File: src/design/hmmd_pkg.sv
`timescale 1ns / 1ps
// ----------------------------------------------------------------------------
// hmmd_pkg
// Shared types and constants for the handheld memory map decoder.
// ----------------------------------------------------------------------------
package hmmd_pkg;

   localparam int BANK_BITS     = 5;
   localparam int ADDR_BITS     = 16;
   localparam int ROM_SIZE_BITS = 20;
   localparam int BOOT_SIZE_BITS = 9;
   localparam int EXT_BITS      = 19;
   localparam int MAIN_DEPTH    = 16384;
   localparam int MAIN_AW       = $clog2(MAIN_DEPTH);
   localparam int PAGE_DEPTH    = 512;
   localparam int PAGE_AW       = $clog2(PAGE_DEPTH);
   localparam int CSR_INDEX_BITS = 1;

   localparam logic [ROM_SIZE_BITS-1:0]  ROM_BYTES_RESET  = 20'd32768;
   localparam logic [BOOT_SIZE_BITS-1:0] BOOT_BYTES_RESET = 9'd256;
   localparam logic [BANK_BITS-1:0]      BANK_RESET       = 5'd1;

   localparam logic [ADDR_BITS-1:0] ADDR_BOOT_OFF = 16'hFF50;
   localparam logic [ADDR_BITS-1:0] ADDR_SERIAL   = 16'hFF02;
   localparam logic [7:0]           SERIAL_START  = 8'h81;
   localparam logic [7:0]           FILL_OPEN     = 8'hFF;
   localparam logic [7:0]           FILL_ZERO     = 8'h00;
   // I/O byte 1 and 2 within the high page store
   localparam logic [PAGE_AW-1:0]   PAGE_SERIAL_DATA = 9'h101;
   localparam logic [PAGE_AW-1:0]   PAGE_SERIAL_CTRL = 9'h102;

   localparam logic [CSR_INDEX_BITS-1:0] CSR_ROM_BYTES  = 1'b0;
   localparam logic [CSR_INDEX_BITS-1:0] CSR_BOOT_BYTES = 1'b1;

   localparam logic [1:0] SRC_INTERNAL = 2'd0;
   localparam logic [1:0] SRC_CART     = 2'd1;
   localparam logic [1:0] SRC_BOOT     = 2'd2;

   localparam logic KIND_READ  = 1'b0;
   localparam logic KIND_WRITE = 1'b1;

   typedef enum logic [1:0] {
      SEL_FILL,
      SEL_MAIN,
      SEL_PAGE
   } sel_type;

   typedef enum logic {
      ST_IDLE,
      ST_READ
   } state_type;

   // What one beat does to the stores and what its result will hold
   typedef struct packed {
      logic                 main_we;
      logic [MAIN_AW-1:0]   main_addr;
      logic                 page_we;
      logic [PAGE_AW-1:0]   page_wr_addr;
      logic [7:0]           page_wr_data;
      logic [PAGE_AW-1:0]   page_rd_addr;
      logic                 bank_we;
      logic [BANK_BITS-1:0] bank_value;
      logic                 overlay_clear;
      sel_type              sel;
      logic [7:0]           fill;
      logic [1:0]           source;
      logic [EXT_BITS-1:0]  ext_addr;
      logic                 serial;
   } decode_type;

   typedef struct packed {
      sel_type             sel;
      logic [7:0]          fill;
      logic [1:0]          source;
      logic [EXT_BITS-1:0] ext_addr;
      logic                serial;
   } pend_type;

endpackage

File: src/design/hmmd_decode.sv
`timescale 1ns / 1ps
// ----------------------------------------------------------------------------
// hmmd_decode
// Address decode of one bus access: store selects, register updates and the
// external ROM address of the result.
// ----------------------------------------------------------------------------
module hmmd_decode (
   input  logic                               kind,
   input  logic [15:0]                        address,
   input  logic [7:0]                         write_byte,
   input  logic [hmmd_pkg::ROM_SIZE_BITS-1:0] rom_bytes,
   input  logic [hmmd_pkg::BOOT_SIZE_BITS-1:0] boot_bytes,
   input  logic [hmmd_pkg::BANK_BITS-1:0]     bank,
   input  logic                               overlay,
   output hmmd_pkg::decode_type               dec
);
   import hmmd_pkg::*;

   logic                 live;
   logic [EXT_BITS-1:0]  banked;
   logic [BANK_BITS-1:0] bank_low;

   assign live     = overlay && (boot_bytes != '0);
   assign banked   = {bank, address[13:0]};
   assign bank_low = write_byte[BANK_BITS-1:0];

   always_comb begin
      dec              = '0;
      dec.sel          = SEL_FILL;
      dec.fill         = FILL_ZERO;
      dec.source       = SRC_INTERNAL;
      dec.main_addr    = {address >= 16'hC000, address[12:0]};
      dec.page_wr_addr = address[PAGE_AW-1:0];
      dec.page_rd_addr = address[PAGE_AW-1:0];
      dec.page_wr_data = write_byte;
      dec.bank_value   = (bank_low == '0) ? BANK_RESET : bank_low;

      if (kind == KIND_READ) begin
         dec.fill = FILL_OPEN;
         if (live && address < 16'h0100) begin
            dec.fill = FILL_ZERO;
            if ({1'b0, address[7:0]} < boot_bytes) begin
               dec.source   = SRC_BOOT;
               dec.ext_addr = {11'd0, address[7:0]};
            end
         end else begin
            case (address) inside
               [16'h0000:16'h3FFF]: begin
                  if ({6'd0, address[13:0]} < rom_bytes) begin
                     dec.source   = SRC_CART;
                     dec.ext_addr = {5'd0, address[13:0]};
                     dec.fill     = FILL_ZERO;
                  end
               end
               [16'h4000:16'h7FFF]: begin
                  if ({1'b0, banked} < rom_bytes) begin
                     dec.source   = SRC_CART;
                     dec.ext_addr = banked;
                     dec.fill     = FILL_ZERO;
                  end
               end
               [16'h8000:16'h9FFF], [16'hC000:16'hFDFF]: dec.sel = SEL_MAIN;
               [16'hFE00:16'hFE9F], [16'hFF00:16'hFFFE]: dec.sel = SEL_PAGE;
               default: dec.sel = SEL_FILL;
            endcase
         end
      end else begin
         if (address == ADDR_BOOT_OFF && live && write_byte != '0) begin
            // switch-off beat is not stored
            dec.overlay_clear = 1'b1;
         end else begin
            case (address) inside
               [16'h2000:16'h3FFF]: dec.bank_we = 1'b1;
               [16'h8000:16'h9FFF], [16'hC000:16'hFDFF]: dec.main_we = 1'b1;
               [16'hFE00:16'hFE9F], [16'hFF00:16'hFFFE]: begin
                  dec.page_we = 1'b1;
                  if (address == ADDR_SERIAL && write_byte == SERIAL_START) begin
                     // emit I/O byte 1, leave the control byte cleared
                     dec.serial       = 1'b1;
                     dec.page_wr_addr = PAGE_SERIAL_CTRL;
                     dec.page_wr_data = FILL_ZERO;
                     dec.page_rd_addr = PAGE_SERIAL_DATA;
                  end
               end
               default: dec.page_we = 1'b0;
            endcase
         end
      end
   end
endmodule

File: config.mk
export PLATFORM = sky130hd
export DESIGN_NAME = hmmd_decode
export DESIGN_NICKNAME = d
export VERILOG_FILES = /design/src/design/hmmd_pkg.sv /design/src/design/hmmd_decode.sv
export SDC_FILE = /design/constraint.sdc
export NUM_CORES = 1
export LEC_CHECK = 0
export BUFFER_PORTS_ARGS = -buffer_cell sky130_fd_sc_hd__buf_2
export CORE_ASPECT_RATIO = 0.6
export CORE_UTILIZATION = 35
export DETAILED_ROUTE_END_ITERATION = 10
export GPL_ROUTABILITY_DRIVEN = 0
export GPL_TIMING_DRIVEN = 0
export MAX_ROUTING_LAYER = met4
export PLACE_DENSITY = 0.87
export SYNTH_ARGS = -nofsm -noshare
export SYNTH_HDL_FRONTEND = slang
export SYNTH_SLANG_ARGS = --single-unit
export TNS_END_PERCENT = 5
File: constraint.sdc
create_clock -name vclk -period 2.69
set_input_delay 0.4035 -clock vclk [all_inputs]
set_output_delay 0.4035 -clock vclk [all_outputs]
set_load 0.01 [all_outputs]
## Word level (Yosys, flattened, before mapping)

Cells that the tools add are included.

- Flip-flop bits (word level): 0
- Input bits: 60
- Output and inout bits: 81
- Word-level logic and storage cells: 72

- Magnitude comparators: 17
- Equality and inequality tests: 3
- Mux-type cells: 35
- Reduce and logical (&&, ||, !) cells: 17

Operator list:

| kind | count |
|---|---|
| 2-to-1 mux 29 bit | 5 |
| 2-to-1 mux 26 bit | 4 |
| greater-or-equal comparator 16 bit, second input constant | 4 |
| <= comparator 16 bit, second input constant | 4 |
| 2-to-1 mux 28 bit | 2 |
| equality test 16 bit, second input constant | 2 |
| 2-to-1 mux 31 bit | 1 |
| 2-to-1 mux 21 bit | 1 |
| less-than comparator 14 x 20 -> 1 bit | 1 |
| less-than comparator 19 x 20 -> 1 bit | 1 |
| greater-or-equal comparator 16 x 1 -> 1 bit, second input constant | 1 |
| greater-or-equal comparator 16 x 14 -> 1 bit, second input constant | 1 |
| greater-or-equal comparator 16 x 15 -> 1 bit, second input constant | 1 |
| <= comparator 16 x 14 -> 1 bit, second input constant | 1 |
| <= comparator 16 x 15 -> 1 bit, second input constant | 1 |
| less-than comparator 16 x 9 -> 1 bit, second input constant | 1 |
| 2-to-1 mux 1 bit | 16 |
| logical AND 1 bit | 12 |
| 2-to-1 mux 2 bit | 5 |
| less-than comparator 8 x 9 -> 1 bit | 1 |
| nonzero test 9 bit | 1 |
| equality test 8 bit, second input constant | 1 |
| nonzero test 8 bit | 1 |
| logical NOT 5 bit | 1 |
| other kinds (2) | 3 |

## Logic depth before layout (Yosys ltp)

- Depth after elaboration: 9
- Gate-level depth with buffers: 9
- Gate-level depth less buffers: 8

## Worst setup path after synthesis

OpenSTA, ideal clock, no wires.

- Path kind: input to output
- Start point: input rom_bytes[2] (netlist name)
- End point: output dec[23] (netlist name)
- Data arrival time: 2.739 ns
- Required time: 2.287 ns
- Slack: -0.452 ns
- Stages on the path: 9
- Buffers on the path: 1
- Path through: inv_1 -> ha_1 -> a211o_1 -> a31oi_1 -> or4_4 -> a2111oi_4 -> nor2b_1 -> nor3_1 -> buf_4

RTL lines:

| item | RTL line | source |
|---|---|---|
| start, declared | hmmd_decode.sv:11 | `input logic [hmmd_pkg::ROM_SIZE_BITS-1:0] rom_bytes,` |
| end, declared | hmmd_decode.sv:15 | `output hmmd_pkg::decode_type dec` |

==> flow_metrics.env <==
export IMPL_grt_setup_unrepaired="true"
export IMPL_start_util=0.381
export IMPL_switching_share=0.488
export IMPL_slowest_delay_ns=0.53
export IMPL_die_h_um=52.0
export IMPL_syn_avg_cell_area_um2=6.66
export IMPL_n_antenna_cell=0
export IMPL_timing_fmax_ghz=0.338
export IMPL_grt_pass1_wl_um=8690
export IMPL_grt_usage=0.252
export IMPL_io_pin_count=141
export IMPL_nNetsFinal=456
export IMPL_hp_class="input pin to output port"
export IMPL_area_sequential_um2=0
export IMPL_finalSetupTns_ns=-3.91
export IMPL_wl_per_cell_um=14.0
export IMPL_place_ws_ns=-0.550
export IMPL_cap_violations=0
export IMPL_violations="negative setup slack"
export IMPL_power_switching_w=0.000217
export IMPL_firstDrtPassIters=4
export IMPL_p_leak_nw=1.44
export IMPL_p_per_area_nw_per_um2=168
export IMPL_row_count=17
export IMPL_synth_top_cell_area_share=0.215
export IMPL_arrival_ns=2.55
export IMPL_finalHoldViolations=0
export IMPL_p_int_w=0.000228
export IMPL_synthTopCellsByCount="30 x inv_1, 27 x buf_4, 25 x ha_1, 20 x clkbuf_1, 15 x nor2_1"
export IMPL_holdBufCountCts=0
export IMPL_setup_viol_count_final=27
export IMPL_min_from="write_byte[5]"
export IMPL_synth_cell_type_count=41
export IMPL_dp_hpwl_um=4450
export IMPL_synthCells=219
export IMPL_combPwrFrac=1.000
export IMPL_clkbuf_count=0
export IMPL_die_w_um=85.3
export IMPL_port_buffers=141
export IMPL_path_max_fanout=8
export IMPL_crit_slowest_cell="or4_4"
export IMPL_synth_top_cell_by_area="ha_1"
export IMPL_min_period_ns=2.96
export IMPL_synth_area_leaders="ha_1 21%, buf_4 14%, inv_1 7.7%, and2_1 6.0%, clkbuf_1 5.2%"
export IMPL_antenna_found_initial=0
export IMPL_min_to="dec[53]"
export IMPL_tightest_slew_ns=0.556
export IMPL_dp_cells=407
export IMPL_ant_nets=0
export IMPL_instances_no_fill=416
export IMPL_grt_pass1_vias=1898
export IMPL_critPathLaunchType="input pin"
export IMPL_area_growth_pct=81.8
export IMPL_synth_cell_area_um2=1460
export IMPL_ys_warn_count=0
export IMPL_ys_seq_area_frac=0
export IMPL_grt_max_degree=11
export IMPL_drc=0
export IMPL_syn_num_nets=304
export IMPL_ir_drop_mv=0.0884
export IMPL_cp_data_required_time_ns=2.29
export IMPL_crit_type="input pin to output port"
export IMPL_cp_cell_sequence="buf_12 -> ha_4 -> a211o_1 -> a31oi_1 -> or4_4 -> a2111oi_4 -> nor2b_2 -> nor3_4 -> buf_4 -> buf_6"
export IMPL_fin_ws_ns=-0.266
export IMPL_final_area_um2=2650
export IMPL_seq_power_share=0
export IMPL_post_synth_top_count_cell="inv_1"
export IMPL_p_clk_frac=0
export IMPL_drt_initial_drc_count=139
export IMPL_fillers=330
export IMPL_drive_gt1_frac=0.580
export IMPL_vias_per_cell=4.98
export IMPL_critPathTopFamily="simple AND/OR/NAND/NOR gates"
export IMPL_design_seq_count=0
export IMPL_coreArea_um2=3830
export IMPL_finalMaxSlewViolations=0
export IMPL_placed_area_um2=2240
export IMPL_cp_end_kind="output port"
export IMPL_finalWirelength_um=5840
export IMPL_dieArea_um2=4440
export IMPL_cp_buffers_inverters=3
export IMPL_post_route_period_util=1.10
export IMPL_dr_total_vias=2071
export IMPL_hold_path_depth=3
export IMPL_outcome="finished with violations"
export IMPL_grt_ovfl_total=0
export IMPL_relSlewSlack=0.625
export IMPL_holdWs_ns=1.09
metrics by stage:
stage / power [W] / util
after floorplan: 0.000201 / -
after global placement: 0.000344 / 0.584
after detailed placement: 0.000354 / 0.584
after CTS: 0.000409 / 0.653
after global routing: 0.000485 / 0.692
final: 0.000446 / 0.692
repair_timing:
action                                  4_1_cts  5_1_grt
resized for setup                            41       27
pin swaps                                    15       11
endpoints found under the setup margin       29       30
buffers inserted                              6        3
worst max path at each step:
stage	from	to	depth (start not counted)
finish	address[2]	dec[29]	10
global route	address[5]	dec[29]	9
CTS	address[2]	dec[27]	10
detailed placement	address[7]	dec[5]	9
global placement	address[7]	dec[13]	9
floorplan	rom_bytes[2]	dec[23]	9
cell usage in the layout, fill, tap and decap left out, types with 2 or more instances in the layout:
cell type	netlist	layout
a211oi_1	2	2
a21o_1	3	3
a21oi_1	8	7
and2_1	14	14
buf_2	0	122
buf_4	27	35
buf_6	0	18
clkbuf_1	20	20
ha_1	25	15
ha_4	0	9
inv_1	30	24
inv_2	0	5
nand2_1	5	5
nand2b_1	5	5
nand3_1	5	3
nand4_1	4	4
nand4b_1	2	2
nor2_1	15	14
nor2b_1	3	2
nor3_1	5	4
nor4_1	6	5
nor4b_1	7	6
o21a_1	4	4
o21ai_0	6	4
o21ai_1	1	2
or2_2	2	2
worst min-delay path: cells and delay by family:
kind | cells | cell delay (ns)
buf+inv | 3 | 0.27
metal layers:
| metal | GRT usage | part of all wire |
|---|---|---|
| met5 | - | 0 |
| met1 | 0.319 | 0.43 |
| met4 | 0.0222 | 0.010 |
| met2 | 0.472 | 0.48 |
| met3 | 0.0111 | 0.076 |
area by class of cell:
cell class / instances / area (µm²) / area share
Buffer: 47 / 282 / 0.106
Inverter: 30 / 115 / 0.0434
Multi-Input combinational cell: 142 / 1290 / 0.487
Tap cell: 47 / 58.8 / 0.0222
Timing Repair Buffer: 150 / 905 / 0.341
cells by family (layout without fill, tap and decap cells):
family / after synthesis / count (layout) / share of synthesized area
and+or+nand+nor: 80 / 80 / 0.324
adders and majority gates: 25 / 25 / 0.215
buffers and inverters: 77 / 227 / 0.268
AOI/OAI and AO/OA: 37 / 37 / 0.193
power by group through the flow:
stage	Clock (W)	Sequential [W]	Combinational, W
2_1_floorplan	0	0	0.000201
3_3_place_gp	0	0	0.000344
3_5_place_dp	0	0	0.000354
4_1_cts	0	0	0.000409
5_1_grt	0	0	0.000485
6_report	0	0	0.000446
No activity file was read; power rests on OpenSTA's default activity.
